==> config.mk <==
export PLATFORM = sky130hd
export DESIGN_NAME = speed_signal_slew_filter
export DESIGN_NICKNAME = d
export VERILOG_FILES = /design/src/sv/ssf_pkg.sv /design/src/sv/speed_signal_slew_filter.sv /design/src/sv/ssf_ctrl.sv /design/src/sv/ssf_dp.sv
export SDC_FILE = /design/constraint.sdc
export NUM_CORES = 1
export LEC_CHECK = 0
export ABC_CLOCK_PERIOD_IN_PS = 7410
export BUFFER_PORTS_ARGS = -buffer_cell sky130_fd_sc_hd__buf_2
export CORE_MARGIN = 2
export CORE_UTILIZATION = 30
export DETAILED_ROUTE_END_ITERATION = 16
export PLACE_DENSITY = 0.49
export RECOVER_POWER = 100
export SLEW_MARGIN = 40
export SYNTH_ARGS = -nofsm -noshare
export SYNTH_HDL_FRONTEND = slang
export SYNTH_SLANG_ARGS = --single-unit
==> constraint.sdc <==
create_clock -name clock -period 7.41 [get_ports clock]
set_clock_uncertainty 0.2 [all_clocks]
set_input_delay 0.741 -clock clock [delete_from_list [all_inputs] [get_ports clock]]
set_output_delay 0.741 -clock clock [all_outputs]
set_load 0.01 [all_outputs]
==> src/sv/ssf_pkg.sv <==
`default_nettype none
// ----------------------------------------------------------------------------
// ssf_pkg - shared types and constants for the speed signal slew filter
// Item payloads, register indexes, reset values and the controller interface.
// ----------------------------------------------------------------------------
package ssf_pkg;

   // Value widths
   localparam int unsigned LEVEL_W    = 16;
   localparam int unsigned SPEED_W    = 17;
   localparam int unsigned CSR_IDX_W  = 2;
   localparam int unsigned DIV_CNT_W  = 4;

   // Offset carried by the raw speed code
   localparam logic [SPEED_W-1:0] SPEED_OFFSET = 17'd26000;

   // Register reset values
   localparam logic [LEVEL_W-1:0] RISE_DIV_RESET = 16'd8;
   localparam logic [LEVEL_W-1:0] FALL_DIV_RESET = 16'd8;
   localparam logic [LEVEL_W-1:0] CEILING_RESET  = 16'd52000;

   // Register indexes on the csr port
   localparam logic [CSR_IDX_W-1:0] CSR_RISE_DIVISOR  = 2'd0;
   localparam logic [CSR_IDX_W-1:0] CSR_FALL_DIVISOR  = 2'd1;
   localparam logic [CSR_IDX_W-1:0] CSR_LEVEL_CEILING = 2'd2;

   // Last iteration index of the bit-serial divider
   localparam logic [DIV_CNT_W-1:0] DIV_LAST_BIT = 4'd15;

   // Input item
   typedef struct packed {
      logic               ignition_on;
      logic               signal_ok;
      logic [LEVEL_W-1:0] raw_speed;
   } req_type;

   // Result item
   typedef struct packed {
      logic signed [SPEED_W-1:0] speed_out;
      logic                      speed_valid;
   } rsp_type;

   // Controller states
   typedef enum logic [1:0] {
      ST_IDLE,
      ST_DIVIDE,
      ST_APPLY,
      ST_OUTPUT
   } state_type;

   // Controller to datapath commands
   typedef struct packed {
      logic load_in;    // capture gap, direction and divisor
      logic div_step;   // one restoring divide iteration
      logic apply;      // commit the stepped and clamped level
      logic load_out;   // load the output register
      logic out_zero;   // result is speed 0, invalid
   } cmd_type;

   // Datapath to controller status
   typedef struct packed {
      logic out_free;   // output register can take a result this cycle
   } sts_type;

endpackage : ssf_pkg
`default_nettype wire

==> src/sv/speed_signal_slew_filter.sv <==
`default_nettype none
// ----------------------------------------------------------------------------
// speed_signal_slew_filter - proportional step lag filter on a speed code
// Moves a filtered level toward the raw code by gap / divisor (at least 1),
// clamps it to a ceiling and reports level - 26000; handles ignition off and
// signal faults through an exception mode.
//
//   channel  direction  handshake          payload
//   req      in         valid / stall      ssf_pkg::req_type
//   rsp      out        valid / stall      ssf_pkg::rsp_type
//   csr      in         valid / ready      index (2 bit), wdata (16 bit)
//
// A filtered tick runs the bit-serial restoring divider, one iteration per cycle,
// then the apply and output states before the next accept. Ticks with ignition
// off, a bad signal or in exception mode go straight from idle to output.
// Reset is synchronous; no clearing pass is needed. A result waits in the
// output register while rsp is stalled; the next item is still accepted and
// computed, and only its output load waits for the register to free.
// ----------------------------------------------------------------------------
module speed_signal_slew_filter (
   input  wire logic                          clock,
   input  wire logic                          reset,
   input  wire logic                          req_valid,
   output logic                               req_stall,
   input  wire ssf_pkg::req_type              req_payload,
   output logic                               rsp_valid,
   input  wire logic                          rsp_stall,
   output ssf_pkg::rsp_type                   rsp_payload,
   input  wire logic                          csr_valid,
   output logic                               csr_ready,
   input  wire logic [ssf_pkg::CSR_IDX_W-1:0] csr_index,
   input  wire logic [ssf_pkg::LEVEL_W-1:0]   csr_wdata
);
   import ssf_pkg::*;

   cmd_type cmd;
   sts_type sts;

   // Sequencing
   ssf_ctrl u_ctrl (
      .clock       (clock),
      .reset       (reset),
      .req_valid   (req_valid),
      .req_stall   (req_stall),
      .ignition_on (req_payload.ignition_on),
      .signal_ok   (req_payload.signal_ok),
      .sts         (sts),
      .cmd         (cmd)
   );

   // Arithmetic and storage
   ssf_dp u_dp (
      .clock       (clock),
      .reset       (reset),
      .csr_valid   (csr_valid),
      .csr_ready   (csr_ready),
      .csr_index   (csr_index),
      .csr_wdata   (csr_wdata),
      .raw_speed   (req_payload.raw_speed),
      .cmd         (cmd),
      .sts         (sts),
      .rsp_valid   (rsp_valid),
      .rsp_stall   (rsp_stall),
      .rsp_payload (rsp_payload)
   );

endmodule : speed_signal_slew_filter
`default_nettype wire

==> src/sv/ssf_ctrl.sv <==
`default_nettype none
// ----------------------------------------------------------------------------
// ssf_ctrl - sequencing controller
// Decides the item's path (zero result or filter step), keeps the exception
// mode and runs the divider iteration count.
// ----------------------------------------------------------------------------
module ssf_ctrl (
   input  wire logic           clock,
   input  wire logic           reset,
   input  wire logic           req_valid,
   output logic                req_stall,
   input  wire logic           ignition_on,
   input  wire logic           signal_ok,
   input  wire ssf_pkg::sts_type sts,
   output ssf_pkg::cmd_type    cmd
);
   import ssf_pkg::*;

   state_type            state_ff, state_in;
   logic                 exc_ff, exc_in;
   logic                 zero_ff, zero_in;
   logic [DIV_CNT_W-1:0] cnt_ff, cnt_in;
   logic                 accept;

   assign accept = req_valid && (state_ff == ST_IDLE);

   // Next state and control registers
   always_comb begin
      state_in = state_ff;
      exc_in   = exc_ff;
      zero_in  = zero_ff;
      cnt_in   = cnt_ff;
      case (state_ff)
         ST_IDLE: begin
            if (accept) begin
               if (!ignition_on) begin
                  zero_in  = 1'b1;
                  state_in = ST_OUTPUT;
               end else if (exc_ff) begin
                  // first good tick leaves exception mode, still no speed
                  exc_in   = !signal_ok;
                  zero_in  = 1'b1;
                  state_in = ST_OUTPUT;
               end else if (!signal_ok) begin
                  exc_in   = 1'b1;
                  zero_in  = 1'b1;
                  state_in = ST_OUTPUT;
               end else begin
                  zero_in  = 1'b0;
                  cnt_in   = DIV_LAST_BIT;
                  state_in = ST_DIVIDE;
               end
            end
         end
         ST_DIVIDE: begin
            cnt_in = cnt_ff - 1'b1;
            if (cnt_ff == '0) begin
               state_in = ST_APPLY;
            end
         end
         ST_APPLY: begin
            state_in = ST_OUTPUT;
         end
         ST_OUTPUT: begin
            if (sts.out_free) begin
               state_in = ST_IDLE;
            end
         end
         default: begin
            state_in = ST_IDLE;
         end
      endcase
   end

   // Command outputs
   always_comb begin
      cmd       = '0;
      req_stall = 1'b1;
      case (state_ff)
         ST_IDLE: begin
            req_stall   = 1'b0;
            cmd.load_in = accept;
         end
         ST_DIVIDE: begin
            cmd.div_step = 1'b1;
         end
         ST_APPLY: begin
            cmd.apply = 1'b1;
         end
         ST_OUTPUT: begin
            cmd.load_out = sts.out_free;
            cmd.out_zero = zero_ff;
         end
         default: begin
            cmd = '0;
         end
      endcase
   end

   always_ff @(posedge clock) begin
      if (reset) begin
         state_ff <= ST_IDLE;
         exc_ff   <= 1'b0;
         zero_ff  <= 1'b0;
         cnt_ff   <= '0;
      end else begin
         state_ff <= state_in;
         exc_ff   <= exc_in;
         zero_ff  <= zero_in;
         cnt_ff   <= cnt_in;
      end
   end

endmodule : ssf_ctrl
`default_nettype wire

==> src/sv/ssf_dp.sv <==
`default_nettype none
// ----------------------------------------------------------------------------
// ssf_dp - filter datapath
// Configuration registers, filtered level, bit-serial restoring divider for
// the step, clamp, and the output register.
// ----------------------------------------------------------------------------
module ssf_dp (
   input  wire logic                          clock,
   input  wire logic                          reset,
   input  wire logic                          csr_valid,
   output logic                               csr_ready,
   input  wire logic [ssf_pkg::CSR_IDX_W-1:0] csr_index,
   input  wire logic [ssf_pkg::LEVEL_W-1:0]   csr_wdata,
   input  wire logic [ssf_pkg::LEVEL_W-1:0]   raw_speed,
   input  wire ssf_pkg::cmd_type              cmd,
   output ssf_pkg::sts_type                   sts,
   output logic                               rsp_valid,
   input  wire logic                          rsp_stall,
   output ssf_pkg::rsp_type                   rsp_payload
);
   import ssf_pkg::*;

   logic [LEVEL_W-1:0] rise_div_ff, fall_div_ff, ceiling_ff;
   logic [LEVEL_W-1:0] level_ff, level_in;
   logic               down_ff, equal_ff;
   logic [LEVEL_W-1:0] div_ff, quo_ff, rem_ff;
   logic               rsp_valid_ff;
   rsp_type            rsp_payload_ff, rsp_payload_in;

   logic [LEVEL_W:0]   up_diff, down_diff;
   logic               is_down;
   logic [LEVEL_W-1:0] div_sel;
   logic [LEVEL_W:0]   rem_shift;
   logic [LEVEL_W+1:0] trial;
   logic               fits;
   logic [LEVEL_W-1:0] step, stepped;
   logic [SPEED_W-1:0] speed;

   assign csr_ready = 1'b1;

   // Configuration writes; unused index is ignored
   always_ff @(posedge clock) begin
      if (reset) begin
         rise_div_ff <= RISE_DIV_RESET;
         fall_div_ff <= FALL_DIV_RESET;
         ceiling_ff  <= CEILING_RESET;
      end else if (csr_valid) begin
         case (csr_index)
            CSR_RISE_DIVISOR:  rise_div_ff <= csr_wdata;
            CSR_FALL_DIVISOR:  fall_div_ff <= csr_wdata;
            CSR_LEVEL_CEILING: ceiling_ff  <= csr_wdata;
            default: ;
         endcase
      end
   end

   // Gap and direction at item capture; a zero divisor acts as one
   assign up_diff   = {1'b0, raw_speed} - {1'b0, level_ff};
   assign down_diff = {1'b0, level_ff} - {1'b0, raw_speed};
   assign is_down   = up_diff[LEVEL_W];
   assign div_sel   = is_down ? fall_div_ff : rise_div_ff;

   // One restoring divide iteration
   assign rem_shift = {rem_ff, quo_ff[LEVEL_W-1]};
   assign trial     = {1'b0, rem_shift} - {2'b00, div_ff};
   assign fits      = !trial[LEVEL_W+1];

   // Step of at least one, then clamp to the ceiling
   assign step    = (quo_ff == '0) ? {{(LEVEL_W-1){1'b0}}, 1'b1} : quo_ff;
   assign stepped = equal_ff ? level_ff :
                    down_ff  ? (level_ff - step) : (level_ff + step);
   always_comb begin
      level_in = level_ff;
      if (cmd.apply) begin
         level_in = (stepped >= ceiling_ff) ? ceiling_ff : stepped;
      end
   end

   always_ff @(posedge clock) begin
      if (reset) begin
         level_ff <= '0;
      end else begin
         level_ff <= level_in;
      end
   end

   // Divider registers
   always_ff @(posedge clock) begin
      if (cmd.load_in) begin
         down_ff  <= is_down;
         equal_ff <= (up_diff == '0);
         div_ff   <= (div_sel == '0) ? {{(LEVEL_W-1){1'b0}}, 1'b1} : div_sel;
         quo_ff   <= is_down ? down_diff[LEVEL_W-1:0] : up_diff[LEVEL_W-1:0];
         rem_ff   <= '0;
      end else if (cmd.div_step) begin
         quo_ff <= {quo_ff[LEVEL_W-2:0], fits};
         rem_ff <= fits ? trial[LEVEL_W-1:0] : rem_shift[LEVEL_W-1:0];
      end
   end

   // Output register
   assign speed        = {1'b0, level_ff} - SPEED_OFFSET;
   assign sts.out_free = !rsp_valid_ff || !rsp_stall;

   always_comb begin
      rsp_payload_in.speed_out   = cmd.out_zero ? '0 : signed'(speed);
      rsp_payload_in.speed_valid = !cmd.out_zero;
   end

   always_ff @(posedge clock) begin
      if (reset) begin
         rsp_valid_ff <= 1'b0;
      end else if (cmd.load_out) begin
         rsp_valid_ff <= 1'b1;
      end else if (!rsp_stall) begin
         rsp_valid_ff <= 1'b0;
      end
   end

   always_ff @(posedge clock) begin
      if (cmd.load_out) begin
         rsp_payload_ff <= rsp_payload_in;
      end
   end

   assign rsp_valid   = rsp_valid_ff;
   assign rsp_payload = rsp_payload_ff;

endmodule : ssf_dp
`default_nettype wire
Yosys cells after proc, flatten, opt, wreduce, memory -nomap -nowiden
Index checks and enable logic that the tools add are counted.
{ "word_totals": {"in_bits": 41, "wordCells": 90, "ff_bits": 141, "out_inout_bits": 21} }
{ "op_classes": {"reduce_logical": 22, "magnitude_cmp": 1, "eq_ne": 12, "addsub": 7, "mux": 32} }
{ "ops": {"columns": ["op", "n"], "rows": [
  ["$mux W16", 9],
  ["$logic_not A16 Y1", 2],
  ["$sub A16 B16 Y16", 2],
  ["$sub A17 B16 Y18", 1],
  ["$logic_not A17 Y1", 1],
  ["$sub A16 B15 Y17 const B", 1],
  ["$sub A16 B16 Y17", 1],
  ["$add A16 B16 Y16", 1],
  ["$ge A16 B16 Y1", 1],
  ["$mux W4", 4],
  ["$mux W2", 7],
  ["$mux W1", 10],
  ["$ne A2 B1 Y1 const B", 4],
  ["$pmux W2 S4", 1],
  ["$pmux W4 S2", 1],
  ["$reduce_and A2 Y1", 4],
  ["$eq A2 B2 Y1 const B", 3],
  ["$ne A2 B2 Y1 const B", 3],
  ["$reduce_and A3 Y1", 2],
  ["$logic_not A1 Y1", 5],
  ["$reduce_and A5 Y1", 1],
  ["$eq A2 B1 Y1 const B", 2],
  ["$logic_not A2 Y1", 2],
  ["$logic_not A4 Y1", 1],
  ["other kinds (4)", 5]
]} }

Longest topological paths before layout
Gate-level depths: netlist of the first run.
{ "depth": {"depth_word": 7, "ltp_mapped": 26, "depth_no_buf": 25} }

Hierarchy
Synthesis of the first run repeated with hierarchy kept, for this count alone.
{ "unflattened": {"cells_unflattened": 1212, "hier_area_um2": 10068.4} }
{ "modules_own_cells": {"columns": ["module", "n_inst", "area_each_um2", "cells_each"], "rows": [
  ["ssf_dp", 1, 9506.6, 1148],
  ["ssf_ctrl", 1, 561.8, 64]
]} }

Worst setup path after synthesis of the first run
OpenSTA, ideal clock, no wires.
{ "synth_timing": {"path_kind": "reg-to-reg", "from": "register u_dp.quo_ff[9]", "to": "register u_dp.level_ff[15]", "path_slack_ns": 1.396, "stages_incl_launch_ff": 25, "path_buffers": 1, "setup_ns": 0.074, "required_time_ns": 7.136, "period_less_slack_ns": 6.014, "arrival_time_ns": 5.739, "path_cell_list": "edfxtp_1 or4_1 nor3_1 a41o_1 inv_1 ha_1 a31oi_1 xnor2_1 ha_1 o21a_1 o21ai_0 a211oi_1 o311ai_0 a21boi_0 o31ai_1 ha_1 a21o_1 a21o_1 a221oi_1 o21ai_0 a31oi_2 clkbuf_1 nand3_1 mux2_1 a31oi_1"} }
{ "synth_between": {"elab_chain_len": 7, "word_cells_on_any_way": 8, "cone_classes": "add/sub (2); order compare (1); mux (4); reduce/logical (1)"} }
{ "synth_lines": {"columns": ["element", "line", "source"], "rows": [
  ["start: declaration", "ssf_dp.sv:26", "logic [LEVEL_W-1:0] div_ff, quo_ff, rem_ff;"],
  ["start signal: assignment", "ssf_dp.sv:93", "quo_ff <= is_down ? down_diff[LEVEL_W-1:0] : up_diff[LEVEL_W-1:0];"],
  ["start signal: assignment", "ssf_dp.sv:96", "quo_ff <= {quo_ff[LEVEL_W-2:0], fits};"],
  ["$logic_not A16 Y1", "ssf_dp.sv:69", "assign step = (quo_ff == '0) ? {{(LEVEL_W-1){1'b0}}, 1'b1} : quo_ff;"],
  ["$mux W16 (*)", "ssf_dp.sv:69", null],
  ["$add A16 B16 Y16 or $sub A16 B16 Y16 (tied branches)", "ssf_dp.sv:71", "down_ff ? (level_ff - step) : (level_ff + step);"],
  ["$mux W16 (*)", "ssf_dp.sv:71", null],
  ["$mux W16 (*)", "ssf_dp.sv:70", "assign stepped = equal_ff ? level_ff :"],
  ["$ge A16 B16 Y1", "ssf_dp.sv:75", "level_in = (stepped >= ceiling_ff) ? ceiling_ff : stepped;"],
  ["$mux W16 (*)", "ssf_dp.sv:75", null],
  ["end signal: assignment", "ssf_dp.sv:83", "level_ff <= level_in;"],
  ["end: declaration", "ssf_dp.sv:24", "logic [LEVEL_W-1:0] level_ff, level_in;"]
]} }
Mark *: on every way between the ends. The rest lies on a longest branch, timed or not.
A chain may end at the register's enable or synchronous reset.

Worst setup path in the final report of the first run
{ "layout_timing": {"from": "register u_dp.quo_ff[8]", "to": "register u_dp.level_ff[7]"} }
Same word-level chain as after synthesis.

==> qor.txt, run 1 <==
Static Leak: 4.50 nW
Residual DRC: 0
Placed Area: 0.0106 mm2
Setup crit end kind: flip-flop
sequential cell area fraction in the yosys report: 0.338
worst skew pair latency: 430 ps
total overflow reported by the global router: 0
Setup Viol. Count Final: 0
area leader, netlist: dfxtp_1
PwrDens: 446 mW/mm2
Ys Warns: 0
final core occ: 0.340
worst-path maximum fanout: 26
Slew Limit Fails: 88
vias post-DR: 8518
Routed WL per cell: 15.6 um
Syn Area/Cell: 8.20 um2
number of global-route vias before repair: 8277
Final Critical Period: 6770 ps
slew margin rel.: -0.472
worst slew pin tran: 2190 ps
TritonCTS buffer count: 17
Die X: 186 um
Required @ worst endpoint: 7500 ps
Max IR drop VDD: 0.163 mV
# diodes: 0
Post-Synthesis Cells: 1207
setup TNS: 0 ps
total track usage: 0.161
final hold violations: 0
final wirelength: 26500 um
Setup Buffers After CTS: 0
largest net degree at the start of global routing: 65
fin area: 0.0111 mm2
Iteration-0 DRC Markers: 545
Main synth FF type: dfxtp_1
initial antenna violation count: 0
unrepaired setup endpoints after global routing: no
share of layout cells above drive strength 1: 0.0801
Num Clock Sinks: 141
DR pass1 iterations: 5
Critical Path AT: 6850 ps
Unique masters post-synth: 78
worst-case clock buffer depth: 2
dpl hpwl: 19600 um
antenna-violating nets left: 0
violated checks: capacitance limit, slew limit
Area growth, synth to finish: 11.9%
first-pass GRT wire length: 43600 um
clock-pin slew on the worst setup and hold paths: 70 ps
Worst Hold Class: flip-flop to flip-flop
PortBufs: 60
Ports: 62
gp weighted congestion: 0.841
critical path type: flip-flop to flip-flop
Post-Syn Area: 0.00989 mm2
Peak Freq: 148 MHz
CP Launch Type: flip-flop
Die Area: 0.0344 mm2
crit share post-route: 0.913
via/cell ratio: 5.04
initial core utilization: 0.304
core area: 0.0325 mm2
Root Buffer: clkbuf_16
top-count cell post-synth: nand2_1
CTS tree: yes
Std-Cell Rows: 66
outcome: finished, violations left
Max Cap Viol: 3
Mapped Nets: 1337
nets: 1366
CTS Hold Bufs: 0
Post-synth EDFFs: 52
H-tree depth: 4
Synth top area share: 0.180
Synth async-reset ratio: 0
most frequent cells after synthesis: nand2_1, nor2_1, dfxtp_1
Synth Register Bits: 141
top cells by area, synth: dfxtp_1, edfxtp_1, ha_1
Die H: 186 um
post-CTS sizing: 0
==> final timing paths <==
check | slack [ps] | from | cells past startpoint | to
worst min register to register | 250 | u_dp.ceiling_ff[6]$_SDFFE_PP0P_ | 2 | u_dp.ceiling_ff[6]$_SDFFE_PP0P_
worst max register to register | 640 | u_dp.quo_ff[8]$_DFFE_PP_ | 25 | u_dp.level_ff[7]$_SDFFE_PP0P_
worst max-delay path | 640 | u_dp.quo_ff[8]$_DFFE_PP_ | 25 | u_dp.level_ff[7]$_SDFFE_PP0P_
worst min-delay path | 250 | u_dp.ceiling_ff[6]$_SDFFE_PP0P_ | 2 | u_dp.ceiling_ff[6]$_SDFFE_PP0P_
==> cells by family after synthesis <==
kind of cell	count (synthesis)	share of synthesized area
flops	141	0.338
xor+xnor	61	0.0540
other cells	1	0.000379
fa+ha+maj	89	0.116
buf+inv	153	0.0632
simple gates	409	0.186
compound gates	319	0.208
mux	34	0.0357
==> through the flow <==
| step | total power (W) | setup slack (ps) | cells | hold slack, ps |
|---|---|---|---|---|
| finish | 0.00494 | 643 | 1691 | 255 |
| global route | 0.00543 | 99.6 | 1691 | 279 |
| CTS | 0.00501 | 693 | 1691 | 257 |
| detailed placement | 0.00410 | 765 | 1659 | 247 |
| global placement | 0.00410 | 978 | 1658 | 243 |
| floorplan | 0.00345 | 1400 | 1207 | 236 |
==> critical path: stages (launching register included) <==
cell and delay (ps):
edfxtp_1 490, or4_1 590, nor3_1 340, a41o_1 320
inv_1 60, ha_1 260, a31oi_1 230, xnor2_1 100
ha_1 350, a21o_1 170, nor2_1 70, a211oi_1 480
o311ai_0 310, a21oi_1 230, mux2i_1 300, xnor2_1 150
ha_1 260, nand4_1 110, nor2_1 80, a221oi_1 300
o21ai_0 170, a31oi_2 170, buf_4 310, mux2_2 370
mux2i_1 150, nor2_1 50
==> placed cells by master, fill, tap and decap left out, types with 5 or more instances in the layout <==
| master | n |
|---|---|
| clkbuf_16 | 18 |
| a31oi_1 | 23 |
| or3_1 | 8 |
| a211oi_1 | 12 |
| a311oi_1 | 6 |
| nor3_1 | 24 |
| a21o_1 | 23 |
| mux2i_1 | 24 |
| mux2_2 | 9 |
| nand3b_1 | 6 |
| edfxtp_1 | 52 |
| buf_4 | 5 |
| dfxtp_1 | 89 |
| nand2b_1 | 14 |
| nor4_1 | 9 |
| ha_1 | 85 |
| xnor2_1 | 40 |
| nand2_1 | 187 |
| or4_1 | 5 |
| clkinv_4 | 5 |
| nand3_1 | 30 |
| a21oi_1 | 88 |
| nand4_1 | 5 |
| xor2_1 | 21 |
| o21ai_0 | 86 |
| buf_2 | 38 |
| nor2_1 | 91 |
| inv_1 | 88 |
| nor2b_1 | 10 |
| clkbuf_1 | 28 |
| o21a_1 | 15 |
==> power by group <==
| part | leakage (nW) | total (W) | switching [W] | internal (W) |
|---|---|---|---|---|
| clock | 0.296 | 0.000878 | 0.000380 | 0.000498 |
| sequential | 1.21 | 0.00128 | 0.000219 | 0.00106 |
| combinational | 2.99 | 0.00278 | 0.00161 | 0.00117 |
| total | 4.50 | 0.00494 | 0.00221 | 0.00273 |
==> registers in the layout, indices dropped and copies added (netlist names), 2 cells and up <==
signal / count
u_ctrl.cnt_ff: 4
u_ctrl.state_ff: 2
u_dp.ceiling_ff: 16
u_dp.div_ff: 16
u_dp.fall_div_ff: 16
u_dp.level_ff: 16
u_dp.quo_ff: 16
u_dp.rem_ff: 16
u_dp.rise_div_ff: 16
u_dp.rsp_payload: 18
==> metal layers <==
layer / share of wire / vias to the layer above / GRT usage
li1: - / 4300 / -
met1: 0.48 / 4075 / 0.215
met2: 0.48 / 128 / 0.273
met3: 0.029 / 15 / 0.0229
met4: 0.0099 / 0 / 0.0387
met5: 0 / - / 0
==> cell type report <==
class | count | area (um2)
inverter | 91 | 343
timing repair buffer | 72 | 344
fill | 3454 | 21500
sequential | 141 | 3340
clock buffer | 19 | 464
multi-input combinational | 913 | 5900
tap | 442 | 553
clock inverter | 13 | 128
Note: power is estimated with default switching activity, not from simulation.
==> inputs of run 2 (changes only) <==
CORE_UTILIZATION = 45   (was 30)
PLACE_DENSITY = 0.66   (was 0.49)
==> run 2 against run 1 <==
Net effect: the flow still finishes with violations (capacitance limit, slew limit); flip-flop and latch count stayed put; sequential share of layout area increased by 0.53 points; final area fell by 1.7%; largest cell class unchanged; maximum frequency grew 1.7%; first-iteration DRC count grew 6.1%; non-clock buffer count decreased by 1; register-to-register slack improved by 110 ps; core utilization increased by 16 points; via count about the same; cell count shrank 9.6%; die area fell by 33%.
==> qor.txt, run 2 (same netlist as run 1, synthesis figures left out) <==
unrepaired setup endpoints after global routing: no
slowest cell on the critical path: or4_1
Die X: 152 um (-18%)
Max IR drop VDD: 0.209 mV (+29%)
Min Hold Slack: 261 ps (+6.06 ps)
H-tree depth: 4 (unchanged)
outcome: finished, violations left
gp weighted congestion: 0.899 (+6.8%)
WHS Endpoint: u_dp.ceiling_ff[2]$_SDFFE_PP0P_
Die Area: 0.0232 mm2 (-33%)
R2R Path End: u_dp.level_ff[1]$_SDFFE_PP0P_
number of global-route vias before repair: 7933 (-4.2%)
reg-to-reg startpoint: u_dp.quo_ff[9]$_DFFE_PP_
DR pass1 iterations: 5 (unchanged)
Ports: 62 (unchanged)
commonest non-fill, non-tap cell in the layout: nand2_1
worst hold path startpoint: u_dp.ceiling_ff[2]$_SDFFE_PP0P_
crit share post-route: 0.898 (-0.0150)
Peak Freq: 150 MHz (+1.7%)
hold path depth: 2 (unchanged)
nets: 1365 (-0.073%)
core area: 0.0217 mm2 (-33%)
worst-case clock buffer depth: 2 (unchanged)
flop-to-flop setup slack: 750 ps (+110 ps)
vias post-DR: 8519 (+0.012%)
final wirelength: 24100 um (-8.7%)
Setup crit end kind: flip-flop
PortBufs: 60 (unchanged)
cell class contributing the biggest share of worst-path delay: compound AO/OA/AOI/OAI gates
worst reg2reg path depth: 24 (-4.0%)
Static Leak: 4.51 nW (+0.21%)
max FFs per register: 18 (unchanged)
non-filler instance count after layout: 1528 (-9.6%)
CTS tree: yes
critical path type: flip-flop to flip-flop
antenna-violating nets left: 0 (unchanged)
Critical path buffers and inverters: 2 (unchanged)
Cells after DPL: 1496 (-9.8%)
Worst Hold Class: flip-flop to flip-flop
Final Critical Period: 6660 ps (-111 ps)
CTS Hold Bufs: 0 (unchanged)
worst-path maximum fanout: 26 (unchanged)
setup TNS: 0 ps (unchanged)
worst slew pin tran: 1990 ps (-193 ps)
# fillers: 2148 (-38%)
largest net degree at the start of global routing: 66 (+1.5%)
Slew Limit Fails: 128 (+45%)
TritonCTS buffer count: 17 (unchanged)
initial antenna violation count: 0 (unchanged)
Setup Viol. Count Final: 0 (unchanged)
Routed WL per cell: 15.8 um (+1.0%)
Std-Cell Rows: 54 (-18%)
final hold violations: 0 (unchanged)
initial core utilization: 0.456 (+0.152)
PwrDens: 452 mW/mm2 (+1.2%)
dpl hpwl: 17700 um (-9.5%)
clock-pin slew on the worst setup and hold paths: 60 ps (about the same)
# diodes: 0 (unchanged)
Critical Path AT: 6740 ps (-110 ps)
Critical Path Max Stage Delay: 600 ps (about the same)
most frequent cells in the layout: nand2_1, nor2_1, dfxtp_1, inv_1, a21oi_1
Setup Buffers After CTS: 0 (unchanged)
via/cell ratio: 5.58 (+11%)
Required @ worst endpoint: 7490 ps (about the same)
CP Launch Type: flip-flop
post-CTS sizing: 0 (unchanged)
total track usage: 0.210 (+0.0497)
total overflow reported by the global router: 0 (unchanged)
worst skew pair latency: 430 ps (about the same)
first-pass GRT wire length: 40100 um (-7.9%)
cell breakdown of the critical path: or4_1 > nor3_1 > a41o_1 > inv_1 > ha_1 > a31oi_1 > xnor2_1 > ha_1 > a21o_1 > nor2_1 > a211oi_1 > o311ai_0 > nor3b_1 > o31ai_1 > ha_1 > a21o_1 > a21o_1 > a221oi_1 > o21ai_0 > a31oi_2 > buf_4 > mux2_2 > mux2i_1 > nor2_1
power after layout: 0.00492 W (-0.52%)
Residual DRC: 0 (unchanged)
Num Clock Sinks: 141 (unchanged)
violated checks: capacitance limit, slew limit
Iteration-0 DRC Markers: 578 (+6.1%)
Max Cap Viol: 4 (+1)
slew margin rel.: -0.328 (+0.144)
Area growth, synth to finish: 9.99%
Root Buffer: clkbuf_16
Die H: 152 um (-18%)
share of layout cells above drive strength 1: 0.0801 (about the same)
[run 2: cell types whose count changed in the layout (fill, tap and decap cells not counted), sizes merged]
| cell | previous run | this run |
|---|---|---|
| inv | 94 | 98 |
| clkinv | 8 | 3 |
| clkbuf | 47 | 45 |
| buf | 44 | 46 |
[run 2: final cells by class]
type                            instances  area [um2]  share of cell area
Multi-Input combinational cell        913        5900               0.542
Sequential cell                       141        3340               0.307
Clock buffer                           20         479              0.0440
Tap cell                              280         350              0.0322
Timing Repair Buffer                   71         345              0.0317
Inverter                               91         343              0.0315
Clock inverter                         12         121              0.0112
[run 2: routing by layer]
layer  vias to the layer above  share of wire  global-route usage
li1                       4299              -                   -
met1                      4040           0.47               0.285
met2                       157           0.47               0.347
met3                        23          0.040              0.0395
met4                         0          0.013              0.0543
met5                         -              0                   0
[run 2: tightest hold or removal path, stage by stage (launching register included)]
cell and delay, ps:
dfxtp_1 310, nand2_1 50, a21oi_1 50
[run 2: how the worst max path moves through the flow]
stage,start,end,cells past startpoint
6_report,u_dp.quo_ff[9]$_DFFE_PP_,u_dp.level_ff[1]$_SDFFE_PP0P_,24
2_1_floorplan,u_dp.quo_ff[9]$_DFFE_PP_,u_dp.level_ff[15]$_SDFFE_PP0P_,24
5_1_grt,u_dp.quo_ff[8]$_DFFE_PP_,u_dp.level_ff[11]$_SDFFE_PP0P_,24
4_1_cts,u_dp.quo_ff[9]$_DFFE_PP_,u_dp.level_ff[4]$_SDFFE_PP0P_,24
3_3_place_gp,u_dp.quo_ff[8]$_DFFE_PP_,u_dp.level_ff[7]$_SDFFE_PP0P_,24
3_5_place_dp,u_dp.quo_ff[8]$_DFFE_PP_,u_dp.level_ff[1]$_SDFFE_PP0P_,24
[run 2: stage by stage]
| step | util | worst slack (ps) | area (um2) |
|---|---|---|---|
| 5_1_grt | 0.502 | 199 | 10900 |
| 4_1_cts | 0.505 | 809 | 11000 |
| 2_1_floorplan | - | 1400 | 9890 |
| 6_report | 0.502 | 754 | 10900 |
| 3_5_place_dp | 0.478 | 858 | 10400 |
| 3_3_place_gp | 0.477 | 1060 | 10300 |
[run 2: power by group]
part / leakage (nW) / internal, W / switching (W) / total, W
clock: 0.300 / 0.000512 / 0.000369 / 0.000881
combinational: 3.00 / 0.00117 / 0.00159 / 0.00276
sequential: 1.21 / 0.00106 / 0.000214 / 0.00128
==> inputs of run 3 (changes only) <==
ABC_AREA = 1   (was not set)
==> run 3 against run 2 <==
Net effect: the run still ends with capacitance limit, slew limit left; register-to-register slack better by 880 ps; largest cell class unchanged; critical path type unchanged; setup slack gained 880 ps; global-route usage is 2.5 points higher; critical path depth is 7 higher; via count grew 7.6%.
==> qor.txt, run 3 <==
outcome: finished, violations left
violated checks: capacitance limit, slew limit
gp weighted congestion: 0.957 (+6.5%)
met3 wire len: 1310 um (+35%)
clock-pin slew on the worst setup and hold paths: 60 ps (about the same)
CTS tree: yes
worst skew pair latency: 430 ps (about the same)
Synth async-reset ratio: 0 (unchanged)
dpl hpwl: 21200 um (+19%)
synthesized-area fraction occupied by adder cells: 0.115 (-0.000755)
Die Area: 0.0233 mm2 (+0.64%)
Syn Area/Cell: 7.08 um2 (-14%)
Area growth, synth to finish: 9.95% (about the same)
CP Launch Type: flip-flop
mux contribution to synthesized area: 0 (-0.0357)
Placed Area: 0.0104 mm2 (+0.89%)
Post-Synthesis Cells: 1407 (+17%)
Main synth FF type: dfxtp_1
fin area: 0.0109 mm2 (+0.62%)
top cells by area, synth: dfxtp_1, edfxtp_1, nand2_1
Cells after DPL: 1710 (+14%)
DR pass1 iterations: 6 (+1)
Max Cap Viol: 3 (-1)
Unique masters post-synth: 46 (-41%)
max FFs per register: 18 (unchanged)
vias post-DR: 9163 (+7.6%)
Synth top area share: 0.179 (-0.00118)
Iteration-0 DRC Markers: 700 (+21%)
Met1 Wirelength: 13400 um (+17%)
Max IR drop VDD: 0.209 mV (about the same)
sequential cell area fraction in the yosys report: 0.336 (-0.00221)
worst-case clock buffer depth: 2 (unchanged)
Setup Buffers After CTS: 0 (unchanged)
non-filler instance count after layout: 1742 (+14%)
Routed WL per cell: 15.9 um (+0.80%)
Slew Limit Fails: 111 (-13%)
Final Critical Period: 5770 ps (-885 ps)
commonest non-fill, non-tap cell in the layout: nand2_1
Setup crit end kind: flip-flop
critical path type: flip-flop to flip-flop
share of layout cells above drive strength 1: 0.0581 (-0.0220)
Ports: 62 (unchanged)
most frequent cells in the layout: nand2_1, inv_1, nor2_1, o21ai_0, a21oi_1
Top cell by count, worst path: nand2_1
Critical Path Max Stage Delay: 680 ps (+80 ps)
met2 wire length: 12500 um (+9.0%)
area leader, netlist: dfxtp_1
final wirelength: 27700 um (+15%)
antenna-violating nets left: 0 (unchanged)
setup TNS: 0 ps (unchanged)
cell class contributing the biggest share of worst-path delay: simple AND/OR/NAND/NOR gates
PwrDens: 433 mW/mm2 (-4.3%)
slew margin rel.: -0.258 (+0.0705)
top-count cell post-synth: nand2_1
nets: 1579 (+16%)
power after layout: 0.00474 W (-3.7%)
Critical path buffers and inverters: 2 (unchanged)
Num Clock Sinks: 141 (unchanged)
slowest cell on the critical path: nand3_1
xor/xnor cell area share of the yosys netlist: 0.0440 (-0.0100)
post-CTS sizing: 0 (unchanged)
Die H: 153 um (+0.32%)
Post-synth EDFFs: 52 (unchanged)
Std-Cell Rows: 54 (unchanged)
# fillers: 2171 (+1.1%)
Die X: 153 um (+0.32%)
Worst Hold Class: flip-flop to flip-flop
Synth Area in Compound Gates: 0.188 (-0.0194)
crit share post-route: 0.779 (-0.119)
final hold violations: 0 (unchanged)
Mapped Nets: 1537 (+15%)
number of global-route vias before repair: 8487 (+7.0%)
CTS Hold Bufs: 0 (unchanged)
total track usage: 0.236 (+0.0252)
most frequent cells after synthesis: nand2_1, inv_1, nor2_1
Ys Warns: 0 (unchanged)
Root Buffer: clkbuf_16
Post-Synth Simple-Gate Area: 0.225 (+0.0395)
Post-Syn Area: 0.00996 mm2 (+0.66%)
Residual DRC: 0 (unchanged)
worst slew pin tran: 1890 ps (-106 ps)
# diodes: 0 (unchanged)
worst-path maximum fanout: 28 (+7.7%)
total overflow reported by the global router: 0 (unchanged)
initial antenna violation count: 0 (unchanged)
largest net degree at the start of global routing: 52 (-21%)
Peak Freq: 173 MHz (+15%)
Static Leak: 5.20 nW (+15%)
Critical Path AT: 5820 ps (-920 ps)
largest family of logic cells by synthesized area: simple AND/OR/NAND/NOR gates
via/cell ratio: 5.26 (-5.7%)
Setup Viol. Count Final: 0 (unchanged)
H-tree depth: 4 (unchanged)
Top Metal Used: met4
core area: 0.0218 mm2 (+0.31%)
Synth Register Bits: 141 (unchanged)
initial core utilization: 0.458 (+0.00157)
Required @ worst endpoint: 7460 ps (-30 ps)
first-pass GRT wire length: 44200 um (+10%)
PortBufs: 60 (unchanged)
TritonCTS buffer count: 17 (unchanged)
final core occ: 0.503 (+0.00155)
unrepaired setup endpoints after global routing: no
[run 3: cell count changes after synthesis, sizes merged, moves of 18 or more]
cell / before / now
a21oi: 88 / 134
nand2: 187 / 313
o211ai: 2 / 20
o21ai: 88 / 139
nor2: 91 / 165
xnor2: 40 / 8
mux2i: 24 / 0
inv: 90 / 186
xor2: 21 / 42
[run 3: cell families after synthesis]
kind of cell,after synthesis
compound gates,338
xor+xnor,50
fa+ha+maj,89
buf+inv,230
flops,141
other cells,1
simple gates,558
[run 3: layout make-up]
| class | count | area, um2 | area share |
|---|---|---|---|
| Tap cell | 280 | 350 | 0.0320 |
| Clock buffer | 18 | 429 | 0.0392 |
| Clock inverter | 14 | 148 | 0.0135 |
| Multi-Input combinational cell | 1036 | 5670 | 0.518 |
| Sequential cell | 141 | 3340 | 0.305 |
| Timing Repair Buffer | 66 | 303 | 0.0277 |
| Inverter | 187 | 702 | 0.0641 |
[run 3: path summary, 6_finish.rpt]
kind	from	end	slack, ps	depth (start not counted)
max	u_dp.quo_ff[13]$_DFFE_PP_	u_dp.level_ff[0]$_SDFFE_PP0P_	1640	31
min	u_ctrl.exc_ff$_SDFFE_PP0P_	u_ctrl.exc_ff$_SDFFE_PP0P_	260	2
max reg2reg	u_dp.quo_ff[13]$_DFFE_PP_	u_dp.level_ff[0]$_SDFFE_PP0P_	1640	31
min reg2reg	u_ctrl.exc_ff$_SDFFE_PP0P_	u_ctrl.exc_ff$_SDFFE_PP0P_	260	2
[run 3: routing by layer]
metal,global-route usage,vias up
li1,-,4718
met3,0.0398,37
met2,0.373,237
met4,0.0701,0
met5,0,-
met1,0.331,4171
[run 3: worst reg2reg max path, delay by kind of cell, from the launching register on]
family | cells | cell delay [ps]
AOI/OAI and AO/OA | 11 | 1390
xor gates and xnor gates | 1 | 320
adders and majority gates | 3 | 830
buffers and inverters | 2 | 490
DFF | 1 | 440
and+or+nand+nor | 14 | 1940
[run 3: metrics by stage]
stage / hold WS (ps) / setup slack [ps]
after floorplan: 229 / 2940
after global placement: 241 / 1960
after detailed placement: 247 / 1780
after CTS: 257 / 1750
after global routing: 285 / 1050
final: 256 / 1640
[run 3: power breakdown]
group	switching, W	total [W]	internal (W)
logic	0.00175	0.00264	0.000886
registers	0.000185	0.00124	0.00105
clock network	0.000384	0.000861	0.000477
